--- config.mk ---
export PLATFORM = sky130hd
export DESIGN_NAME = humidity_temp_frame_averager
export DESIGN_NICKNAME = d
export VERILOG_FILES = /design/src/htfa_pkg.sv /design/src/htfa_ring.sv /design/src/humidity_temp_frame_averager.sv
export SDC_FILE = /design/constraint.sdc
export NUM_CORES = 2
export LEC_CHECK = 0
export BUFFER_PORTS_ARGS = -buffer_cell sky130_fd_sc_hd__clkbuf_2
export CAP_MARGIN = 20
export CORE_MARGIN = 1
export CORE_UTILIZATION = 40
export CTS_CLUSTER_SIZE = 8
export DETAILED_ROUTE_END_ITERATION = 16
export PLACE_DENSITY_LB_ADDON = 0.1
export REMOVE_ABC_BUFFERS = 1
export SYNTH_ARGS = -nofsm -noshare
export SYNTH_HDL_FRONTEND = slang
export SYNTH_SLANG_ARGS = --single-unit
--- constraint.sdc ---
create_clock -name clk -period 19.9 [get_ports clk]
set_input_delay 2.985 -clock clk [delete_from_list [all_inputs] [get_ports clk]]
set_output_delay 2.985 -clock clk [all_outputs]
set_load 0.02 [all_outputs]
--- src/htfa_pkg.sv ---
// Shared types and constants for the humidity/temperature frame averager.
// Used by htfa_ring and humidity_temp_frame_averager; depends on nothing.
`timescale 1ns / 1ps

package htfa_pkg;

  // Default window lengths
  localparam int TEMP_TAPS_DEF = 10;
  localparam int HUM_TAPS_DEF  = 40;

  // Width of one converted reading in hundredths
  localparam int VAL_W = 15;

  // Result queue behind the pipeline
  localparam int OUT_DEPTH = 8;
  localparam int OUT_PTR_W = $clog2(OUT_DEPTH);
  localparam int OUT_CNT_W = OUT_PTR_W + 1;

  // Conversion constants
  localparam logic [VAL_W-1:0] HUNDRED   = 15'd100;
  localparam logic [7:0]       DEC_LOW   = 8'd10;
  localparam logic [7:0]       DEC_HIGH  = 8'd100;
  localparam logic [15:0]      DIV10_MUL = 16'd205;  // d/10 == (d*205)>>11 for d < 1029

  // Configuration reset values
  localparam logic [14:0] TEMP_LIMIT_RST  = 15'd5000;
  localparam logic [14:0] HUM_LIMIT_RST   = 15'd9000;
  localparam logic [10:0] TEMP_OFFSET_RST = 11'd400;

  typedef enum logic [1:0] {
    ST_OK        = 2'd0,
    ST_READ_FAIL = 2'd1,
    ST_CHECKSUM  = 2'd2
  } status_t;

  typedef enum logic [7:0] {
    CFG_DECIMAL_MODE = 8'd0,
    CFG_TEMP_LIMIT   = 8'd1,
    CFG_HUM_LIMIT    = 8'd2,
    CFG_TEMP_OFFSET  = 8'd3
  } cfg_reg_t;

  typedef struct packed {
    logic       read_failed;
    logic [7:0] hum_integer;
    logic [7:0] hum_fraction;
    logic [7:0] temp_integer;
    logic [7:0] temp_fraction;
    logic [7:0] check_byte;
  } frame_t;

  typedef struct packed {
    logic [1:0]       frame_status;
    logic [VAL_W-1:0] temp_average;
    logic [VAL_W-1:0] hum_average;
    logic             temp_valid;
    logic             hum_valid;
    logic             any_valid;
    logic             sensor_seen;
  } result_t;

  // Per-beat control carried down the top-level pipeline
  typedef struct packed {
    logic    valid;
    status_t status;
    logic    t_ready;
    logic    h_ready;
    logic    alive;
  } stage_t;

  // Request into a ring: one new sample
  typedef struct packed {
    logic             wr;
    logic [VAL_W-1:0] value;
  } ring_req_t;

  // Status out of a ring: ready is for the sample in the request stage,
  // average belongs to the sample past the write, total and product registers
  typedef struct packed {
    logic             ready;
    logic [VAL_W-1:0] average;
  } ring_stat_t;

  // Decimal byte rescale: below 10 times ten, 100 and up divided by ten
  function automatic logic [6:0] rescale_decimal(input logic [7:0] d);
    logic [15:0] prod;
    logic [6:0]  res;
    prod = 16'(d) * DIV10_MUL;
    if (d < DEC_LOW) begin
      res = 7'(d) * 7'd10;
    end else if (d >= DEC_HIGH) begin
      res = 7'(prod[15:11]);
    end else begin
      res = d[6:0];
    end
    return res;
  endfunction

  function automatic logic [VAL_W-1:0] to_hundredths(input logic [7:0] whole,
                                                     input logic [7:0] frac,
                                                     input logic       dec);
    logic [VAL_W-1:0] v;
    v = VAL_W'(whole) * HUNDRED;
    if (dec) begin
      v = v + VAL_W'(rescale_decimal(frac));
    end
    return v;
  endfunction

endpackage

--- src/htfa_ring.sv ---
// One boxcar window: ring memory, running total and divide by the tap count.
// Depends on htfa_pkg for the request and status structs.
`timescale 1ns / 1ps

module htfa_ring #(
  parameter int TAPS = htfa_pkg::TEMP_TAPS_DEF
) (
  input  logic                clk,
  input  logic                rst_n,
  input  htfa_pkg::ring_req_t req,
  output htfa_pkg::ring_stat_t stat
);

  localparam int IDX_W  = (TAPS > 1) ? $clog2(TAPS) : 1;
  localparam int TOT_W  = htfa_pkg::VAL_W + $clog2(TAPS);
  localparam int Q_W    = TOT_W + 1;
  localparam int PROD_W = 2 * TOT_W + 1;
  localparam int SH     = TOT_W;
  localparam longint unsigned RECIP_L = (64'd1 << SH) / TAPS;
  localparam logic [TOT_W:0] RECIP = Q_W'(RECIP_L);
  localparam logic [IDX_W-1:0] LAST_SLOT = IDX_W'(TAPS - 1);

  logic [htfa_pkg::VAL_W-1:0] mem [TAPS];

  logic [IDX_W-1:0] slot_r, slot_nxt;
  logic             ready_r, ready_nxt;
  logic             last;

  // request stage to write stage
  logic                       wr2_r;
  logic [IDX_W-1:0]           addr2_r;
  logic [htfa_pkg::VAL_W-1:0] val2_r;
  logic                       primed2_r;
  logic [htfa_pkg::VAL_W-1:0] rd_r;
  logic                       byp_r;
  logic [htfa_pkg::VAL_W-1:0] bypd_r;
  logic [htfa_pkg::VAL_W-1:0] old_val;

  logic [TOT_W-1:0]  total_r, total_nxt;
  logic [PROD_W-1:0] prod_r;
  logic [TOT_W-1:0]  tot3_r;
  logic [Q_W-1:0]    q_est, rem, q_fix;

  // slot advance and first-wrap flag
  always_comb begin
    last      = (slot_r == LAST_SLOT);
    slot_nxt  = slot_r;
    ready_nxt = ready_r;
    if (req.wr) begin
      slot_nxt  = last ? '0 : slot_r + 1'b1;
      ready_nxt = ready_r | last;
    end
  end

  always_ff @(posedge clk) begin
    if (!rst_n) begin
      slot_r  <= '0;
      ready_r <= 1'b0;
      wr2_r   <= 1'b0;
    end else begin
      slot_r  <= slot_nxt;
      ready_r <= ready_nxt;
      wr2_r   <= req.wr;
    end
  end

  always_ff @(posedge clk) begin
    addr2_r   <= slot_r;
    val2_r    <= req.value;
    primed2_r <= ready_r;
  end

  // ring memory: write back in the second stage, read for the next sample;
  // a same-entry write in that edge is bypassed
  always_ff @(posedge clk) begin
    if (wr2_r) begin
      mem[addr2_r] <= val2_r;
    end
    rd_r   <= mem[slot_r];
    byp_r  <= wr2_r && (addr2_r == slot_r);
    bypd_r <= val2_r;
  end

  // entries not yet written since reset count as zero
  always_comb begin
    if (!primed2_r) begin
      old_val = '0;
    end else if (byp_r) begin
      old_val = bypd_r;
    end else begin
      old_val = rd_r;
    end
    total_nxt = total_r;
    if (wr2_r) begin
      total_nxt = total_r + TOT_W'(val2_r) - TOT_W'(old_val);
    end
  end

  always_ff @(posedge clk) begin
    if (!rst_n) begin
      total_r <= '0;
    end else begin
      total_r <= total_nxt;
    end
  end

  // divide by TAPS: reciprocal multiply, then one correction step
  always_ff @(posedge clk) begin
    prod_r <= PROD_W'(total_r) * PROD_W'(RECIP);
    tot3_r <= total_r;
  end

  always_comb begin
    q_est = prod_r[PROD_W-1:SH];
    rem   = Q_W'(tot3_r) - Q_W'(q_est * Q_W'(TAPS));
    q_fix = (rem >= Q_W'(TAPS)) ? q_est + 1'b1 : q_est;
  end

  assign stat.ready   = ready_nxt;
  assign stat.average = q_fix[htfa_pkg::VAL_W-1:0];

endmodule

--- src/humidity_temp_frame_averager.sv ---
// Top level of the humidity/temperature frame averager.
// Depends on htfa_pkg and instantiates htfa_ring for each window.
`timescale 1ns / 1ps

// Takes one five-byte sensor frame per beat, checks its additive checksum,
// converts good frames to hundredths (integer bytes only, or with rescaled
// decimal bytes when decimal_mode is set), clamps them and feeds a
// temperature and a humidity boxcar average; every frame yields exactly one
// result beat. A frame can be accepted every cycle while in_stall is low; each
// accepted frame passes the capture register, the ring read-modify-write (memory
// read, then write back and total update), the two-step constant divide and the
// result queue. Results wait in an 8-beat queue; in_stall rises only when 8 frames
// are outstanding. The ring memories need no clearing pass: entries read
// before a window first wraps are taken as zero. Configuration is written
// through cfg_valid/cfg_ready (always ready) and should only change while idle.

module humidity_temp_frame_averager #(
  parameter int TEMP_TAPS = htfa_pkg::TEMP_TAPS_DEF,
  parameter int HUM_TAPS  = htfa_pkg::HUM_TAPS_DEF
) (
  input  logic              clk,
  input  logic              rst_n,
  input  logic              in_valid,
  output logic              in_stall,
  input  htfa_pkg::frame_t  in_data,
  output logic              out_valid,
  input  logic              out_stall,
  output htfa_pkg::result_t out_data,
  input  logic              cfg_valid,
  output logic              cfg_ready,
  input  logic [7:0]        cfg_index,
  input  logic [15:0]       cfg_data
);

  localparam int VW = htfa_pkg::VAL_W;

  // configuration registers
  logic           decimal_mode_r;
  logic [14:0]    temp_limit_r;
  logic [14:0]    hum_limit_r;
  logic [10:0]    temp_offset_r;

  logic           in_accept, out_accept;
  logic           s1_valid_r;
  htfa_pkg::frame_t f1_r;

  logic [7:0]        sum8;
  htfa_pkg::status_t status1;
  logic              ok1;
  logic [VW-1:0]     t_raw, h_raw, t_val, h_val;
  logic              alive_r;

  htfa_pkg::stage_t     s2_nxt, s2_r, s3_r, s4_r;
  htfa_pkg::ring_req_t  t_req, h_req;
  htfa_pkg::ring_stat_t t_stat, h_stat;

  logic [VW-1:0]  t_held_r, t_held_nxt, h_held_r, h_held_nxt;
  logic           s4_ok;
  htfa_pkg::result_t res;

  htfa_pkg::result_t fifo_q [htfa_pkg::OUT_DEPTH];
  logic [htfa_pkg::OUT_PTR_W-1:0] wr_ptr_r, rd_ptr_r;
  logic [htfa_pkg::OUT_CNT_W-1:0] fifo_cnt_r, credit_r;

  assign cfg_ready  = 1'b1;
  assign in_accept  = in_valid && !in_stall;
  assign out_accept = out_valid && !out_stall;
  assign in_stall   = (credit_r == htfa_pkg::OUT_CNT_W'(htfa_pkg::OUT_DEPTH));

  // register writes
  always_ff @(posedge clk) begin
    if (!rst_n) begin
      decimal_mode_r <= 1'b0;
      temp_limit_r   <= htfa_pkg::TEMP_LIMIT_RST;
      hum_limit_r    <= htfa_pkg::HUM_LIMIT_RST;
      temp_offset_r  <= htfa_pkg::TEMP_OFFSET_RST;
    end else if (cfg_valid && cfg_ready) begin
      case (cfg_index)
        htfa_pkg::CFG_DECIMAL_MODE: decimal_mode_r <= cfg_data[0];
        htfa_pkg::CFG_TEMP_LIMIT:   temp_limit_r   <= cfg_data[14:0];
        htfa_pkg::CFG_HUM_LIMIT:    hum_limit_r    <= cfg_data[14:0];
        htfa_pkg::CFG_TEMP_OFFSET:  temp_offset_r  <= cfg_data[10:0];
        default: ;
      endcase
    end
  end

  // frame capture
  always_ff @(posedge clk) begin
    if (!rst_n) begin
      s1_valid_r <= 1'b0;
    end else begin
      s1_valid_r <= in_accept;
    end
  end

  always_ff @(posedge clk) begin
    if (in_accept) begin
      f1_r <= in_data;
    end
  end

  // check, convert and clamp
  always_comb begin
    sum8 = 8'(f1_r.hum_integer + f1_r.hum_fraction + f1_r.temp_integer
              + f1_r.temp_fraction);
    if (f1_r.read_failed) begin
      status1 = htfa_pkg::ST_READ_FAIL;
    end else if (sum8 != f1_r.check_byte) begin
      status1 = htfa_pkg::ST_CHECKSUM;
    end else begin
      status1 = htfa_pkg::ST_OK;
    end
    ok1   = s1_valid_r && (status1 == htfa_pkg::ST_OK);
    t_raw = htfa_pkg::to_hundredths(f1_r.temp_integer, f1_r.temp_fraction,
                                    decimal_mode_r);
    h_raw = htfa_pkg::to_hundredths(f1_r.hum_integer, f1_r.hum_fraction,
                                    decimal_mode_r);
    t_val = (t_raw > temp_limit_r) ? temp_limit_r : t_raw;
    h_val = (h_raw > hum_limit_r) ? hum_limit_r : h_raw;
  end

  assign t_req.wr    = ok1;
  assign t_req.value = t_val;
  assign h_req.wr    = ok1;
  assign h_req.value = h_val;

  htfa_ring #(.TAPS(TEMP_TAPS)) u_temp_ring (
    .clk   (clk),
    .rst_n (rst_n),
    .req   (t_req),
    .stat  (t_stat)
  );

  htfa_ring #(.TAPS(HUM_TAPS)) u_hum_ring (
    .clk   (clk),
    .rst_n (rst_n),
    .req   (h_req),
    .stat  (h_stat)
  );

  // flags are fixed in the first stage, then ride along with the beat
  always_comb begin
    s2_nxt.valid   = s1_valid_r;
    s2_nxt.status  = status1;
    s2_nxt.t_ready = t_stat.ready;
    s2_nxt.h_ready = h_stat.ready;
    s2_nxt.alive   = alive_r | ok1;
  end

  always_ff @(posedge clk) begin
    if (!rst_n) begin
      alive_r <= 1'b0;
      s2_r    <= '0;
      s3_r    <= '0;
      s4_r    <= '0;
    end else begin
      alive_r <= alive_r | ok1;
      s2_r    <= s2_nxt;
      s3_r    <= s2_r;
      s4_r    <= s3_r;
    end
  end

  // publish averages and build the result beat
  always_comb begin
    s4_ok      = s4_r.valid && (s4_r.status == htfa_pkg::ST_OK);
    t_held_nxt = t_held_r;
    h_held_nxt = h_held_r;
    if (s4_ok && s4_r.t_ready) begin
      t_held_nxt = VW'(16'(t_stat.average) + 16'(temp_offset_r));
    end
    if (s4_ok && s4_r.h_ready) begin
      h_held_nxt = h_stat.average;
    end
    res.frame_status = s4_r.status;
    res.temp_average = t_held_nxt;
    res.hum_average  = h_held_nxt;
    res.temp_valid   = s4_r.t_ready;
    res.hum_valid    = s4_r.h_ready;
    res.any_valid    = s4_r.t_ready | s4_r.h_ready;
    res.sensor_seen  = s4_r.alive;
  end

  always_ff @(posedge clk) begin
    if (!rst_n) begin
      t_held_r <= '0;
      h_held_r <= '0;
    end else begin
      t_held_r <= t_held_nxt;
      h_held_r <= h_held_nxt;
    end
  end

  // result queue and outstanding-beat count
  always_ff @(posedge clk) begin
    if (s4_r.valid) begin
      fifo_q[wr_ptr_r] <= res;
    end
  end

  always_ff @(posedge clk) begin
    if (!rst_n) begin
      wr_ptr_r   <= '0;
      rd_ptr_r   <= '0;
      fifo_cnt_r <= '0;
      credit_r   <= '0;
    end else begin
      if (s4_r.valid) begin
        wr_ptr_r <= wr_ptr_r + 1'b1;
      end
      if (out_accept) begin
        rd_ptr_r <= rd_ptr_r + 1'b1;
      end
      fifo_cnt_r <= fifo_cnt_r + htfa_pkg::OUT_CNT_W'(s4_r.valid)
                    - htfa_pkg::OUT_CNT_W'(out_accept);
      credit_r   <= credit_r + htfa_pkg::OUT_CNT_W'(in_accept)
                    - htfa_pkg::OUT_CNT_W'(out_accept);
    end
  end

  assign out_valid = (fifo_cnt_r != '0);
  assign out_data  = fifo_q[rd_ptr_r];

  // checks
  a_credit_bound: assert property (@(posedge clk) disable iff (!rst_n)
    credit_r <= htfa_pkg::OUT_CNT_W'(htfa_pkg::OUT_DEPTH))
    else $error("outstanding beat count overflow");

  a_queue_le_credit: assert property (@(posedge clk) disable iff (!rst_n)
    fifo_cnt_r <= credit_r)
    else $error("result queue holds more beats than were accepted");

  a_push_latency: assert property (@(posedge clk) disable iff (!rst_n)
    s4_r.valid |-> $past(in_accept, 4))
    else $error("result beat without a frame accepted four cycles earlier");

  a_valid_implies_seen: assert property (@(posedge clk) disable iff (!rst_n)
    out_valid && (out_data.temp_valid || out_data.hum_valid) |-> out_data.sensor_seen)
    else $error("average reported valid before any good frame");

endmodule
=== Yosys cells after proc, flatten, opt, wreduce, memory -nomap -nowiden ===
Memories as Yosys holds them, arrays and structs flattened. A register that Yosys moved wholly into a read port is not among the register bits.
Index checks and enable logic that the tools add are counted.

* Bits of input ports: 70
* Memories: 3
* Bits in writable memories: 1,038
* Output and inout bits: 39
* Register bits after elaboration: 379

{| class="wikitable"
|+ Memories
! name !! depth !! width !! read ports !! clocked after Yosys merged registers in !! wr ports !! line !! RTL
|-
| u_hum_ring.mem || 40 || 15 || 1 || 1 || 1 || htfa_ring.sv:23 || <nowiki>logic [htfa_pkg::VAL_W-1:0] mem [TAPS];</nowiki>
|-
| fifo_q || 8 || 36 || 1 || 1 || 1 || humidity_temp_frame_averager.sv:61 || <nowiki>htfa_pkg::result_t fifo_q [htfa_pkg::OUT_DEPTH];</nowiki>
|-
| u_temp_ring.mem || 10 || 15 || 1 || 1 || 1 || htfa_ring.sv:23 ||
|}

* Add/sub/neg operators: 22
* Mux-type cells: 29
* Reduce and logical (&&, ||, !) cells: 18
* Equal/unequal tests: 9
* Bitwise gates (word level): 4
* Order comparisons: 8
* $mul: 10

{| class="wikitable"
|+ Operator list
! kind !! number
|-
| 15-bit 2-to-1 mux || 12
|-
| 7-bit 2-to-1 mux || 6
|-
| 16-bit by 3-bit multiplier with 19-bit output, second input constant || 2
|-
| 21-bit by 14-bit multiplier with 35-bit output, second input constant || 1
|-
| 19-bit by 14-bit multiplier with 33-bit output, second input constant || 1
|-
| 8-bit by 8-bit multiplier with 16-bit output, second input constant || 2
|-
| 15-bit by 1-bit adder with 15-bit output, second input constant || 2
|-
| 15-bit by 7-bit adder with 15-bit output || 2
|-
| 15-bit > comparator || 2
|-
| 8-bit by 5-bit multiplier with 13-bit output, second input constant || 2
|-
| 8-bit adder || 3
|-
| 22-bit by 6-bit >= comparator with 1-bit output, second input constant || 1
|-
| 21-bit by 22-bit subtractor with 22-bit output || 1
|-
| 21-bit by 15-bit adder with 21-bit output || 1
|-
| 21-bit by 15-bit subtractor with 21-bit output || 1
|-
| 20-bit by 4-bit >= comparator with 1-bit output, second input constant || 1
|-
| 19-bit by 20-bit subtractor with 20-bit output || 1
|-
| 19-bit by 15-bit adder with 19-bit output || 1
|-
| 19-bit by 15-bit subtractor with 19-bit output || 1
|-
| 8-bit by 2-bit equality test with 1-bit output, second input constant || 2
|-
| 8-bit by 7-bit >= comparator with 1-bit output, second input constant || 2
|-
| 8-bit by 4-bit < comparator with 1-bit output, second input constant || 2
|-
| 15-bit by 11-bit adder with 15-bit output || 1
|-
| 7-bit by 3-bit multiplier with 6-bit output, second input constant || 2
|-
| 23 further kinds || 48
|}

=== Logic depth before layout (Yosys ltp) ===
* Word-level depth: 9
* Mapped depth: 40
* Depth with buffers taken out: 40

=== By module ===
From an unflattened synthesis, not the netlist that was laid out.

* Cells, all modules: 5,353
* Area total of the unflattened synthesis: 74,803.0 um^2

{| class="wikitable"
|+ Modules (own cells, without submodules)
! module !! instances !! area an instance (um^2) !! cells each
|-
| htfa_ring (u_hum_ring) || 1 || 34,717.0 || 2,172
|-
| humidity_temp_frame_averager || 1 || 23,398.7 || 1,755
|-
| htfa_ring (u_temp_ring) || 1 || 16,687.3 || 1,426
|}

=== Worst setup path before layout ===
OpenSTA, ideal clock, no wires.

* Path kind: reg-to-reg
* Start point: register u_temp_ring.prod_r[20]
* End point: memory fifo_q[0][33] in the netlist's numbering, data pin
* Slack: 11.393 ns
* Data arrival time: 8.208 ns
* Library setup time: 0.299 ns
* Required time: 19.601 ns
* Cell stages (with the launch flop): 39
* Path buffers: 0
* Path through: dfxtp_1 -> ha_1 -> ha_1 -> fa_1 -> a21o_1 -> a21oi_1 -> o21bai_1 -> a21oi_1 -> o21ai_0 -> a21oi_1 -> o21bai_1 -> a21oi_1 -> o21ai_0 -> a21o_1 -> a21oi_1 -> xor2_1 -> ha_1 -> nor2b_1 -> [... 3 more ...] -> or4_1 -> a211o_1 -> and4b_2 -> and2_0 -> mux2_2 -> fa_1 -> a21o_1 -> a21oi_1 -> o21ai_0 -> a21o_1 -> a21o_1 -> a211oi_1 -> nor2_1 -> o21ai_0 -> mux2i_2 -> nor3b_2 -> xnor2_1 -> o21ai_1

{| class="wikitable"
|+ RTL lines
! what !! line !! RTL
|-
| from (decl) || htfa_ring.sv:40 || <nowiki>logic [PROD_W-1:0] prod_r;</nowiki>
|-
| from (signal assigned) || htfa_ring.sv:109 || <nowiki>prod_r <= PROD_W'(total_r) * PROD_W'(RECIP);</nowiki>
|-
| to (decl) || humidity_temp_frame_averager.sv:61 ||
|}

==> flow_metrics.tcl <==
set metrics [dict create \
    critPathTopFamily "compound AO/OA/AOI/OAI gates" \
    place_congestion 0.810 \
    clockRootBuffer "clkbuf_16" \
    syn_area_mm2 0.0734 \
    area_delta_synth_final_pct 13.0 \
    setup_tns_ps 0 \
    finalCriticalPeriod_ps 9650 \
    crit_arrival_ps 10190 \
    detail-route-antenna-nets 0 \
    clkTransAtPathRegs_ps 50 \
    ys.flop_type "edfxtp_1" \
    num_rows 156 \
    synth_cells 5163 \
    crit_path_top_delay_cell "or4_1" \
    synth_edf_count 1079 \
    fill_cells 16200 \
    reg2reg_depth 38 \
    grt_start_max_net_pins 100 \
    drc 0 \
    crit_path_start "u_temp_ring.prod_r[20]" \
    htree_levels 4 \
    rsz0062_at_grt "no" \
    cts.sinks 1410 \
    final_cell_count_no_fill 7918 \
    wirelength_um 174000 \
    wl_per_cell_um 22.0 \
    ys_ff_latch 1410 \
    die_h_um 430 \
    critPathCaptureType "register" \
    worstHoldPathType "register to register" \
    num_vias 40800 \
    drive_gt1_share_pct 15.2 \
    cts_tree "done" \
    skew_ps 84.0 \
    fin_crit_sh_pct 48.5 \
    grt_pass1_wl_um 266000 \
    cts_setup_buffers 0 \
    grt_pass1_vias 42900 \
    worst_pin_slew_ps 1120 \
    synth_warnings 0 \
    startpoint_type "register" \
    die_area_mm2 0.185 \
    worstPathRequired_ps 20440 \
    status "finished clean" \
    r2r_setup_slack_ps 10250 \
    cts_made_buffers 196 \
    yosys.cell_types.count 81 \
    dp_cells 7583 \
    ys_async_sr_fraction_pct 0 \
    final_hold_viol_count 0 \
    max_freq_ghz 0.104 \
    clk-insertion-delay-late_ps 820 \
    die_w_um 430 \
    fin_nets 6403 \
    setup_viol 0 \
    r2r-end "fifo_q[7][33]" \
    avgSynthCellArea_um2 14.2 \
    io_pins 109 \
    critPathBufInv 0 \
    drv_slew 0 \
    p_total_uw 8680 \
    post_cts_resized 0 \
    grt_antenna_before_repair 4 \
    io_buffers 106 \
    crit_cells 38 \
    viasPerCell 5.15 \
    cts_max_path_buffers 3 \
    relSlewSlack_pct 25.0 \
    dp_hpwl_um 117000 \
    p_leak_uw 0.0330 \
    max-vdd-ir-drop_uv 89.8 \
    grtUsageTotal_pct 19.0 \
    hold_buffers 0 \
    maxCapViolCount 0 \
    firstDrtPassIters 5 \
    critical_path_class "register to register" \
    reg2reg_from "u_temp_ring.prod_r[20]" \
    crit_path_max_fanout 8 \
    floorplan.initialDensity_pct 40.5 \
    cp_common_cell "a21oi_1" \
    grt.overflow.total 0 \
    dr.first_iter.drc_count 2256 \
    core_area_mm2 0.182 \
    slowest_delay_ps 530 \
    seq_area_frac_synth_pct 53.1 \
    p_per_area_mw_per_mm2 105 \
    crit_end "fifo_q[7][33]" \
]
-- placed cells by master, fill, tap and decap left out, types with 80 or more instances in the layout --
cell and instances:
edfxtp_1 1079, ha_1 655, inv_1 591, dfxtp_1 320, mux4_2 282, fa_1 265
nor2_1 227, a21oi_1 209, clkbuf_16 196, xnor2_1 155, nand2_1 154, mux2i_1 120
clkbuf_1 116, clkbuf_2 105, o21ai_0 103, nor2b_1 98, buf_4 87, mux2_2 80
-- through the flow --
stage / cell area [um^2] / hold WS (ps) / worst slack (ps) / utilization, %
2_1_floorplan: 72900 / 323 / 11380 / -
3_3_place_gp: 77200 / 347 / 10190 / 42.5
3_5_place_dp: 77300 / 353 / 10140 / 42.6
4_1_cts: 83000 / 367 / 10130 / 45.7
5_1_grt: 83000 / 363 / 9520 / 45.7
6_report: 83000 / 365 / 10250 / 45.7
-- registers in the layout, summed over array words and instances, names as in the netlist, 16 cells and up, named ones only --
name,cells
f1_r,41
fifo_q,288
u_hum_ring.mem,600
u_hum_ring.prod_r,16
u_hum_ring.tot3_r,18
u_hum_ring.total_r,21
u_temp_ring.mem,150
u_temp_ring.prod_r,16
u_temp_ring.tot3_r,18
u_temp_ring.total_r,19
-- cell usage after synthesis, drive strengths merged, types with 20 or more instances --
| library cell | number | share of area (%) |
|---|---|---|
| dfxtp | 331 | 9.0 |
| o21bai | 24 | 0.25 |
| nor2 | 246 | 1.3 |
| nand4 | 21 | 0.18 |
| o21ai | 112 | 0.76 |
| buf | 38 | 0.20 |
| mux2i | 121 | 1.7 |
| nand3 | 50 | 0.34 |
| mux4 | 282 | 8.6 |
| a21o | 74 | 0.76 |
| and3 | 20 | 0.17 |
| a211oi | 55 | 0.56 |
| ha | 655 | 11 |
| edfxtp | 1079 | 44 |
| o21a | 24 | 0.25 |
| nor2b | 99 | 0.84 |
| inv | 592 | 3.0 |
| xor2 | 72 | 0.86 |
| and2 | 33 | 0.28 |
| nor3 | 42 | 0.29 |
| a21oi | 210 | 1.4 |
| nand2 | 154 | 0.79 |
| xnor2 | 156 | 1.9 |
| fa | 265 | 7.2 |
| mux2 | 80 | 1.2 |
| nand2b | 40 | 0.34 |
| clkbuf | 107 | 0.55 |
-- where the power goes --
part	switching (uW)	internal (uW)	total (uW)
clock network	1260	1830	3090
logic	1190	879	2070
registers	132	3390	3520
-- worst register-to-register path, delay by kind of cell (launching register included) --
kind | cells | cell delay (ps)
AO/OA/AOI/OAI | 23 | 4790
flip-flops | 1 | 480
adder cells (fa/ha/maj) | 5 | 1680
multiplexers | 2 | 530
AND/OR/NAND/NOR | 6 | 1630
XOR/XNOR | 2 | 350
-- worst min path at each step --
stage	from	to	cells past startpoint
6_report	u_temp_ring.ready_r	u_temp_ring.primed2_r	0
5_1_grt	u_temp_ring.ready_r	u_temp_ring.primed2_r	0
4_1_cts	u_temp_ring.ready_r	u_temp_ring.primed2_r	0
3_5_place_dp	u_temp_ring.ready_r	u_temp_ring.primed2_r	0
3_3_place_gp	u_temp_ring.ready_r	u_temp_ring.primed2_r	0
2_1_floorplan	u_temp_ring.ready_r	u_temp_ring.primed2_r	0
-- layer usage --
metal	GRT usage, %	routed length, um	up-vias
li1	-	-	19400
met1	25.0	78400	20600
met2	32.9	86500	586
met3	2.49	5070	232
met4	5.41	4180	0
met5	0	0	-
-- layout make-up --
type	instances	area [um^2]	area share, %
sequential	1410	39100	47.1
multi-input combinational	3016	31800	38.3
clock buffer	314	5370	6.47
tap	2370	2970	3.57
inverter	592	2220	2.68
timing repair buffer	197	1270	1.53
clock inverter	18	339	0.408
antenna	1	2.50	0.00301
-- logic make-up after synthesis --
logic type / count (synthesis) / share of synthesized area, %
xor gates and xnor gates: 228 / 2.73
buffers and inverters: 737 / 3.78
and+or+nand+nor: 779 / 5.25
adders and majority gates: 920 / 18.4
DFF: 1410 / 53.1
muxes: 483 / 11.5
other: 1 / 0.00511
AOI/OAI and AO/OA: 605 / 5.19
Power figures use the tool's default switching activity.
